==> config.mk <==
export PLATFORM = sky130hd
export DESIGN_NAME = llca_engine
export DESIGN_NICKNAME = d
export VERILOG_FILES = /design/src/hdl/assert_macros.svh /design/src/hdl/llca_pkg.sv /design/src/hdl/llca_engine.sv
export SDC_FILE = /design/constraint.sdc
export NUM_CORES = 1
export LEC_CHECK = 0
export BUFFER_PORTS_ARGS = -buffer_cell sky130_fd_sc_hd__buf_4
export CAP_MARGIN = 20
export CORE_UTILIZATION = 30
export CTS_BUF_LIST = sky130_fd_sc_hd__clkbuf_4 sky130_fd_sc_hd__clkbuf_8
export CTS_CLUSTER_SIZE = 30
export DETAILED_ROUTE_END_ITERATION = 16
export SLEW_MARGIN = 20
export SYNTH_ARGS = -nofsm -noshare
export SYNTH_HDL_FRONTEND = slang
export SYNTH_SLANG_ARGS = --single-unit
export TNS_END_PERCENT = 30
==> constraint.sdc <==
create_clock -name clk -period 5.9 [get_ports clk]
set_clock_uncertainty 0.2 [all_clocks]
set_input_delay 1.18 -clock clk [delete_from_list [all_inputs] [get_ports clk]]
set_output_delay 1.18 -clock clk [all_outputs]
set_load 0.05 [all_outputs]
==> src/hdl/assert_macros.svh <==
// assertion macros for the rtl files
`ifndef ASSERT_MACROS_SVH
`define ASSERT_MACROS_SVH

`ifndef SYNTH

// property must hold at every rising clock edge outside reset
`define ASSERT_CLK(label, clk, rst_n, prop) \
    label: assert property (@(posedge clk) disable iff (!rst_n) (prop)) \
        else $error("assertion failed");

// expression must never be true outside reset
`define ASSERT_NEVER(label, clk, rst_n, expr) \
    label: assert property (@(posedge clk) disable iff (!rst_n) !(expr)) \
        else $error("forbidden condition seen");

`else

`define ASSERT_CLK(label, clk, rst_n, prop)
`define ASSERT_NEVER(label, clk, rst_n, expr)

`endif

`endif

==> src/hdl/llca_pkg.sv <==
// shared types and constants of the life-like automaton cell step block
`default_nettype none

package llca_pkg;

    localparam int DEF_MAX_ROWS = 64;
    localparam int DEF_MAX_COLS = 64;

    localparam int SIZE_W  = 7;
    localparam int MASK_W  = 9;
    localparam int COORD_W = 6;
    localparam int COLOR_W = 8;
    localparam int CNT_W   = 4;

    localparam logic [COLOR_W-1:0] ALIVE_COLOR = 8'd255;
    localparam logic [COLOR_W-1:0] DEAD_COLOR  = 8'd0;

    // item kinds carried on tuser
    localparam logic ACT_LOAD = 1'b0;
    localparam logic ACT_EVAL = 1'b1;

    // register indexes
    localparam logic [1:0] REG_ROWS    = 2'd0;
    localparam logic [1:0] REG_COLS    = 2'd1;
    localparam logic [1:0] REG_BIRTH   = 2'd2;
    localparam logic [1:0] REG_SURVIVE = 2'd3;

    localparam logic [SIZE_W-1:0] RST_ROWS    = 7'd64;
    localparam logic [SIZE_W-1:0] RST_COLS    = 7'd64;
    localparam logic [MASK_W-1:0] RST_BIRTH   = 9'd8;
    localparam logic [MASK_W-1:0] RST_SURVIVE = 9'd12;

    typedef struct packed {
        logic [SIZE_W-1:0] row_count;
        logic [SIZE_W-1:0] column_count;
        logic [MASK_W-1:0] birth_mask;
        logic [MASK_W-1:0] survive_mask;
    } cfg_t;

    typedef struct packed {
        logic clearing;
        logic busy;
    } eng_stat_t;

endpackage

`default_nettype wire

==> src/hdl/llca_engine.sv <==
// sequencer: grid clearing, cell loads and nine-read neighbour evaluation
`default_nettype none

module llca_engine import llca_pkg::*; #(
    parameter int MAX_ROWS = DEF_MAX_ROWS,
    parameter int MAX_COLS = DEF_MAX_COLS,
    localparam int DEPTH  = MAX_ROWS * MAX_COLS,
    localparam int ADDR_W = (DEPTH > 1) ? $clog2(DEPTH) : 1
) (
    input  wire logic              clk,
    input  wire logic              rst_n,
    input  wire cfg_t              cfg,
    input  wire logic              s_tvalid,
    output logic                   s_tready,
    input  wire logic [23:0]       s_tdata,   // row[5:0], col[11:6], cell_red[19:12], zero
    input  wire logic              s_tuser,   // action
    output logic                   m_tvalid,
    input  wire logic              m_tready,
    output logic      [15:0]       m_tdata,   // next_color[7:0], out_of_range[8], zero
    output logic                   mem_we,
    output logic      [ADDR_W-1:0] mem_addr,
    output logic                   mem_wdata,
    input  wire logic              mem_rdata,
    output eng_stat_t              stat
);

    typedef enum logic [2:0] {
        ST_CLEAR,
        ST_IDLE,
        ST_READ,
        ST_LAST,
        ST_RESULT
    } state_t;

    localparam logic [CNT_W-1:0] STEP_CENTER = 4'd4;
    localparam logic [CNT_W-1:0] STEP_LAST   = 4'd8;
    localparam logic [ADDR_W-1:0] ADDR_END   = ADDR_W'(DEPTH - 1);

    function automatic logic [SIZE_W-1:0] used_size(input logic [SIZE_W-1:0] v,
                                                      input int cap);
        logic [SIZE_W-1:0] res;
        if (v == '0)
            res = SIZE_W'(1);
        else if (int'(v) > cap)
            res = SIZE_W'(cap);
        else
            res = v;
        return res;
    endfunction

    function automatic logic [ADDR_W-1:0] cell_addr(input logic [SIZE_W-1:0] r,
                                                     input logic [SIZE_W-1:0] c);
        return ADDR_W'(32'(r) * MAX_COLS + 32'(c));
    endfunction

    state_t state_reg, state_next;

    logic [ADDR_W-1:0] clr_addr_reg;
    logic [CNT_W-1:0]  step_reg;
    logic [CNT_W-1:0]  cap_step_reg;
    logic              cap_vld_reg;
    logic [CNT_W-1:0]  cnt_reg;
    logic              self_reg;
    logic              res_oor_reg;
    logic [SIZE_W-1:0] row_reg, up_reg, down_reg;
    logic [SIZE_W-1:0] col_reg, left_reg, right_reg;
    logic              m_tvalid_reg;
    logic [COLOR_W-1:0] m_color_reg;
    logic              m_oor_reg;

    logic [SIZE_W-1:0] rows_used, cols_used;
    logic [SIZE_W-1:0] in_row, in_col, in_row_inc, in_col_inc;
    logic [COLOR_W-1:0] in_red;
    logic              in_oor, accept, out_free, alive;
    logic [SIZE_W-1:0] rd_row, rd_col;

    assign rows_used  = used_size(cfg.row_count, MAX_ROWS);
    assign cols_used  = used_size(cfg.column_count, MAX_COLS);
    assign in_row     = {1'b0, s_tdata[5:0]};
    assign in_col     = {1'b0, s_tdata[11:6]};
    assign in_red     = s_tdata[19:12];
    assign in_row_inc = in_row + SIZE_W'(1);
    assign in_col_inc = in_col + SIZE_W'(1);
    assign in_oor     = (in_row >= rows_used) || (in_col >= cols_used);

    assign s_tready = (state_reg == ST_IDLE);
    assign accept   = s_tvalid && s_tready;
    assign out_free = !m_tvalid_reg || m_tready;
    assign alive    = self_reg ? cfg.survive_mask[cnt_reg] : cfg.birth_mask[cnt_reg];

    // step order: upper row, own row, lower row; left, centre, right in each
    always_comb
    begin
        case (step_reg)
            4'd0: begin rd_row = up_reg;   rd_col = left_reg;  end
            4'd1: begin rd_row = up_reg;   rd_col = col_reg;   end
            4'd2: begin rd_row = up_reg;   rd_col = right_reg; end
            4'd3: begin rd_row = row_reg;  rd_col = left_reg;  end
            4'd5: begin rd_row = row_reg;  rd_col = right_reg; end
            4'd6: begin rd_row = down_reg; rd_col = left_reg;  end
            4'd7: begin rd_row = down_reg; rd_col = col_reg;   end
            4'd8: begin rd_row = down_reg; rd_col = right_reg; end
            default: begin rd_row = row_reg; rd_col = col_reg; end
        endcase
    end

    always_comb
    begin
        mem_we    = 1'b0;
        mem_wdata = 1'b0;
        mem_addr  = cell_addr(rd_row, rd_col);
        case (state_reg)
            ST_CLEAR:
            begin
                mem_we   = 1'b1;
                mem_addr = clr_addr_reg;
            end
            ST_IDLE:
            begin
                mem_we    = accept && (s_tuser == ACT_LOAD) && !in_oor;
                mem_wdata = |in_red;
                mem_addr  = cell_addr(in_row, in_col);
            end
            default: ;
        endcase
    end

    always_comb
    begin
        state_next = state_reg;
        case (state_reg)
            ST_CLEAR:
            begin
                if (clr_addr_reg == ADDR_END)
                    state_next = ST_IDLE;
            end
            ST_IDLE:
            begin
                if (accept && in_oor)
                    state_next = ST_RESULT;
                else if (accept && (s_tuser == ACT_EVAL))
                    state_next = ST_READ;
            end
            ST_READ:
            begin
                if (step_reg == STEP_LAST)
                    state_next = ST_LAST;
            end
            ST_LAST:
            begin
                state_next = ST_RESULT;
            end
            ST_RESULT:
            begin
                if (out_free)
                    state_next = ST_IDLE;
            end
            default: state_next = ST_IDLE;
        endcase
    end

    always_ff @(posedge clk or negedge rst_n)
    begin
        if (!rst_n)
        begin
            state_reg    <= ST_CLEAR;
            clr_addr_reg <= '0;
            cap_vld_reg  <= 1'b0;
            m_tvalid_reg <= 1'b0;
        end
        else
        begin
            state_reg <= state_next;

            if (state_reg == ST_CLEAR)
                clr_addr_reg <= clr_addr_reg + ADDR_W'(1);

            // read data of the previous step lands here
            if (cap_vld_reg)
            begin
                if (cap_step_reg == STEP_CENTER)
                    self_reg <= mem_rdata;
                else
                    cnt_reg <= cnt_reg + CNT_W'(mem_rdata);
            end
            cap_vld_reg  <= (state_reg == ST_READ);
            cap_step_reg <= step_reg;

            if (state_reg == ST_READ)
                step_reg <= step_reg + CNT_W'(1);

            if (accept)
            begin
                res_oor_reg <= in_oor;
                step_reg    <= '0;
                cnt_reg     <= '0;
                self_reg    <= 1'b0;
                row_reg     <= in_row;
                col_reg     <= in_col;
                up_reg      <= (in_row == '0) ? rows_used - SIZE_W'(1)
                                              : in_row - SIZE_W'(1);
                down_reg    <= (in_row_inc == rows_used) ? '0 : in_row_inc;
                left_reg    <= (in_col == '0) ? cols_used - SIZE_W'(1)
                                              : in_col - SIZE_W'(1);
                right_reg   <= (in_col_inc == cols_used) ? '0 : in_col_inc;
            end

            if ((state_reg == ST_RESULT) && out_free)
            begin
                m_tvalid_reg <= 1'b1;
                m_oor_reg    <= res_oor_reg;
                m_color_reg  <= (!res_oor_reg && alive) ? ALIVE_COLOR : DEAD_COLOR;
            end
            else if (m_tready)
            begin
                m_tvalid_reg <= 1'b0;
            end
        end
    end

    assign m_tvalid = m_tvalid_reg;
    assign m_tdata  = {7'd0, m_oor_reg, m_color_reg};

    assign stat.clearing = (state_reg == ST_CLEAR);
    assign stat.busy     = (state_reg != ST_CLEAR) && (state_reg != ST_IDLE);

endmodule

`default_nettype wire

# Yosys cells after proc, flatten, opt, wreduce, memory -nomap -nowiden
# Cells that the tools add are included.
[classes] n_addsub=11 n_mul=0 div=0 n_lt_le_gt_ge=5 n_eq_ne=20 shift=0 mux=30 bitwise=1 n_reduce_logical=29
[op_table] operator="$mux 7" n=5
[op_table] operator="$logic_not 7->1" n=4
[op_table] operator="$pmux 12 s2" n=1
[op_table] operator="$eq 4x3->1 const B" n=4
[op_table] operator="$mux 3" n=5
[op_table] operator="$pmux 3 s5" n=1
[op_table] operator="$add 6x1->7 const B" n=2
[op_table] operator="$eq 7x7->1" n=2
[op_table] operator="$ge 6x7->1" n=2
[op_table] operator="$gt 7x7->1 const B" n=2
[op_table] operator="$pmux 7 s2" n=1
[op_table] operator="$add 12x1->12 const B" n=1
[op_table] operator="$add 12x6->12" n=1
[op_table] operator="$add 12x7->12" n=1
[op_table] operator="$eq 12x12->1 const B" n=1
[op_table] operator="$mux 4" n=3
[op_table] operator="$pmux 6 s2" n=1
[op_table] operator="$reduce_or 3->1" n=4
[op_table] operator="$sub 6x1->6 const B" n=2
[op_table] operator="$bmux 1 s4" n=2
[op_table] operator="$eq 4x2->1 const B" n=2
[op_table] operator="$logic_and 1x1->1" n=8
[op_table] operator="$mux 1" n=8
[op_table] operator="$mux 8" n=1
[op_table] operator="other kinds (25)" n=32
[totals] regBits=78 latchBits=0 ramBits=0 romBits=0 inputBits=62 memories=0

# Longest topological paths before layout
[logic_depth] ltp_word=8 ltp_mapped=11

# Worst setup path after synthesis
# Ideal clock, no wire load.
[synth_timing] kind="input port to output port" start="input cfg[31] (netlist bit)" end="output mem_we" arrival_ps=4125 required_time_ps=4520 path_slack_ps=395 stages=10 path_cell_list="clkbuf_1 > clkbuf_1 > nor2_1 > ha_1 > nand2b_1 > a21o_1 > a21oi_1 > o21ai_0 > or2_2 > o31ai_1"
[synth_via] elab_chain_cells=8 elab_cells_between_ends=9 cone_classes="2 x order compare; 3 x mux; 4 x reduce/logical"
[synth_rtl] item="from (decl)" line="llca_engine.sv:12" rtl="input wire cfg_t cfg,"
[synth_rtl] item="$gt 7x7->1" line="llca_engine.sv:44" rtl="else if (int'(v) > cap)"
[synth_rtl] item="$mux 7" line="llca_engine.sv:44"
[synth_rtl] item="$mux 7 (*)" line="llca_engine.sv:42" rtl="if (v == '0)"
[synth_rtl] item="$ge 6x7->1 (*)" line="llca_engine.sv:84" rtl="assign in_oor = (in_row >= rows_used) || (in_col >= cols_used);"
[synth_rtl] item="$logic_or 1x1->1 (*)" line="llca_engine.sv:84"
[synth_rtl] item="net in_oor" line="llca_engine.sv:74" rtl="logic in_oor, accept, out_free, alive;"
[synth_rtl] item="$logic_not 1->1 (*)" line="llca_engine.sv:120" rtl="mem_we = accept && (s_tuser == ACT_LOAD) && !in_oor;"
[synth_rtl] item="$logic_and 1x1->1 (*)" line="llca_engine.sv:120"
[synth_rtl] item="$pmux 1 s2 (*)" line="llca_engine.sv:112" rtl="case (state_reg)"
[synth_rtl] item="to (decl)" line="llca_engine.sv:20" rtl="output logic mem_we,"
# The timed path passes the listed nets; every way through them passes the cells marked *.

# Final worst setup path
[layout_timing] start="input cfg[26] (netlist bit)" end="output mem_we"
# The elaborated chain is that of the path after synthesis.

==> impl_summary.log <==
INFO  metric status = completed
INFO  metric hp-class = reg -> reg
INFO  metric cts.repair_timing.setup_buffer_count = 0
INFO  metric clock_buffer_count_from_cts = 9
INFO  metric worst_slew_margin_rel = 0.4329
INFO  metric dpl_cell_area = 0.005609 mm2
INFO  metric synthDominantAreaCellType = sky130_fd_sc_hd__edfxtp_1
INFO  metric netlist_area = 0.004885 mm2
INFO  metric boundaryPins = 96
INFO  metric crit_path_start = cfg[26]
INFO  metric end_kind = output port
INFO  metric final_layout_size_suffix_gt1_frac = 0.2232
INFO  metric wire_per_inst = between 10 and 15 um
INFO  metric leakage = 2.313 nW
INFO  metric leading_register_cell_type_out_of_synthesis = sky130_fd_sc_hd__edfxtp_1
INFO  metric layout.nets = 635
INFO  metric worstPathRequired = about 4500 ps
INFO  metric synth_area_leaders = sky130_fd_sc_hd__edfxtp_1 (33%), sky130_fd_sc_hd__dfrtp_1 (8.7%), sky130_fd_sc_hd__ha_1 (6.9%)
INFO  metric critical_path.reg2reg.startpoint = state_reg[0]$_DFFE_PN0P_
INFO  metric endpoint_of_the_most_critical_setup_path = mem_we
INFO  metric wirelength = 11.04 mm
INFO  metric tritoncts = yes
INFO  metric core_area = between 0.015 and 0.02 mm2
INFO  metric insertion_delay = between 300 and 400 ps
INFO  metric synthTopCellsByCount = sky130_fd_sc_hd__edfxtp_1 (54), sky130_fd_sc_hd__nor2_1 (53), sky130_fd_sc_hd__nand2_1 (35), sky130_fd_sc_hd__ha_1 (27), sky130_fd_sc_hd__a21oi_1 (26)
INFO  metric min_period_over_period = 0.8514
INFO  metric grt_antenna_before_repair = 0
INFO  metric holdWs = 265.1 ps
INFO  metric synth_top_area_share = 0.3320
INFO  metric setup.worst_path.start_class = input port
INFO  metric post_synth_inst_count = 481
INFO  metric timing_worst_setup_path_type = in -> out
INFO  metric grt_remaining_overflow = 0
INFO  metric tritoncts_num_sinks = 71
INFO  metric initial_core_util = 0.3075
INFO  metric design.die.area = roughly 0.017 mm2
INFO  metric htreeDepth = 3
INFO  metric cts_buffer_depth = 2
INFO  metric buffer_ports.inserted = 84
INFO  metric cts_hold_buf = 0
INFO  metric drt.antenna.violating_nets = 0
INFO  metric cts.reportedPaths.clkPinSlew = 80 ps
INFO  metric r2r.worst_path.cells = 7
INFO  metric clock.fmax = 199.1 MHz
INFO  metric max_cap_viols = 0
INFO  metric synth_sequential_area_ratio = 0.4191
INFO  metric grt_setup_unrepaired = no
INFO  metric ys_seq_elements = 71
INFO  metric grt_max_degree = 39
INFO  metric dpl.hpwl = 8.595 mm
INFO  metric postSynthAreaPerCell = 10.16 um2
INFO  metric cellPowerDensity = 371.3 mW/mm2
INFO  metric synth-edff-count = 54
INFO  metric synth.lib_cells_used.distinct = 64
INFO  metric totalPowerFinal = 2.157 mW
INFO  metric num_vias = 3797
INFO  metric area_growth_from_synthesis_to_final_layout = 18.93%
INFO  metric globalRouteTotalUtil = 0.1338
INFO  metric setup_viol = 0
INFO  metric finalWorstPathRequiredPeriod = 5023 ps
INFO  metric cp_max_fo = 5
INFO  metric die_height = approximately 130 um
INFO  metric place.gp.congestion = 0.8222
INFO  metric vias_per_cell = 4.950
INFO  metric vias_in_the_first_global_route = 3721
INFO  metric synth.yosys.warnings = 0
INFO  metric largest_register_ff_count = 12
INFO  metric postCtsResizedCells = 0
INFO  metric site_rows = 46
INFO  metric power.ir.vdd_worst = around 210 uV
INFO  metric finalCoreUtilization = 0.3657
INFO  metric antennaDiodeCount = 0
INFO  metric arrival_time_at_the_worst_endpoint = 3640 ps
INFO  metric fillCellCount = around 1.6k
INFO  metric worst_r2r_endpoint = clr_addr_reg[9]$_DFFE_PN0P_
INFO  metric die_extent_in_x = between 100 and 150 um
INFO  metric hold_viol = 0
INFO  metric drv_slew = 0
INFO  metric setup_total_negative_slack = 0 ps
INFO  metric detailedRoute.firstPassIterationCount = 4
INFO  metric synth.most_common_cell = sky130_fd_sc_hd__edfxtp_1
INFO  metric root_buffer = sky130_fd_sc_hd__clkbuf_8
INFO  metric timing.reg2reg.setup_slack = 3210 ps
INFO  metric async_flop_share = 0.2394
INFO  metric worst_pin_slew = 850.7 ps
INFO  metric global_route_wire_length_before_repair = around 18 mm
INFO  metric design_area = 0.005809 mm2
INFO  metric drtIter0Drc = between 150 and 200
INFO  metric detail_route.drc_violations = 0
INFO  metric hold_path_cells = 0
[routing by layer]
layer | share of wire | global-route usage
met1 | 0.46 | 0.1687
met2 | 0.47 | 0.2337
met3 | 0.055 | 0.01858
met4 | 0.012 | 0.04583
met5 | 0 | 0
[worst max-delay path, stage by stage]
cell and delay, ps:
sky130_fd_sc_hd__buf_4 130, sky130_fd_sc_hd__nor3_1 170, sky130_fd_sc_hd__a21oi_1 110, sky130_fd_sc_hd__nor2_1 140, sky130_fd_sc_hd__ha_1 280, sky130_fd_sc_hd__nand2b_1 160, sky130_fd_sc_hd__a21o_1 170, sky130_fd_sc_hd__a21oi_1 140
sky130_fd_sc_hd__o21ai_0 260, sky130_fd_sc_hd__or2_2 390, sky130_fd_sc_hd__o31ai_1 250, sky130_fd_sc_hd__buf_4 240
[area by class of cell]
| class | count | area, um2 | share of cell area |
|---|---|---|---|
| Sequential cell | 71 | 2047 | 0.3524 |
| Tap cell | 216 | 270.3 | 0.04652 |
| Inverter | 15 | 56.30 | 0.009692 |
| Clock buffer | 14 | 186.4 | 0.03209 |
| Timing Repair Buffer | 87 | 653.1 | 0.1124 |
| Clock inverter | 2 | 13.76 | 0.002369 |
| Multi-Input combinational cell | 362 | 2582 | 0.4445 |
[stage by stage]
stage	std cells	worst slack [ps]
3_5_place_dp	751	836.3
4_1_cts	767	840.8
5_1_grt	767	637.0
6_report	767	877.0
3_3_place_gp	751	845.8
2_1_floorplan	487	394.8
[worst min path at each step]
stage,startpoint,to,slack (ps)
after floorplan,step_reg[2]$_SDFFCE_PP0P_,cap_step_reg[2]$_DFFE_PP_,220
after global placement,res_oor_reg$_DFFE_PP_,m_oor_reg$_DFFE_PP_,240
after detailed placement,res_oor_reg$_DFFE_PP_,m_oor_reg$_DFFE_PP_,250
after CTS,res_oor_reg$_DFFE_PP_,m_oor_reg$_DFFE_PP_,270
after global routing,res_oor_reg$_DFFE_PP_,m_oor_reg$_DFFE_PP_,310
final,res_oor_reg$_DFFE_PP_,m_oor_reg$_DFFE_PP_,270
[power breakdown]
| group | total, mW | leakage [nW] | internal (mW) | switching [mW] |
|---|---|---|---|---|
| Combinational | 1.05 | 1.48 | 0.376 | 0.675 |
| Sequential | 0.729 | 0.726 | 0.629 | 0.100 |
| Clock | 0.376 | 0.106 | 0.204 | 0.172 |
[layout by cell type (no fill, tap or decap), drive strengths merged, types with 6 or more instances in the layout]
| master | instances |
|---|---|
| conb | 7 |
| o21ai | 9 |
| ha | 27 |
| nor3 | 8 |
| clkbuf | 14 |
| a22o | 7 |
| nand2 | 35 |
| nor2 | 53 |
| nor2b | 7 |
| a21oi | 26 |
| and2 | 6 |
| a211oi | 7 |
| xnor2 | 21 |
| buf | 87 |
| edfxtp | 54 |
| xor2 | 17 |
| nand2b | 12 |
| mux2i | 16 |
| inv | 15 |
| nand3 | 12 |
| and3 | 10 |
| dfrtp | 17 |
| nand4 | 11 |
[kinds of logic (layout without fill, tap and decap cells)]
| logic type | after synthesis | count (layout) | share of synthesized area |
|---|---|---|---|
| other | 1 | 7 | 0.0007677 |
| adder cells (fa/ha/maj) | 27 | 27 | 0.06916 |
| flip-flops | 71 | 71 | 0.4191 |
| AO/OA/AOI/OAI | 85 | 85 | 0.1273 |
| XOR/XNOR | 40 | 40 | 0.07736 |
| buffers and inverters | 54 | 118 | 0.05686 |
| multiplexers | 24 | 24 | 0.06276 |
| AND/OR/NAND/NOR | 179 | 179 | 0.1867 |
No activity file was read; power rests on OpenSTA's default activity.
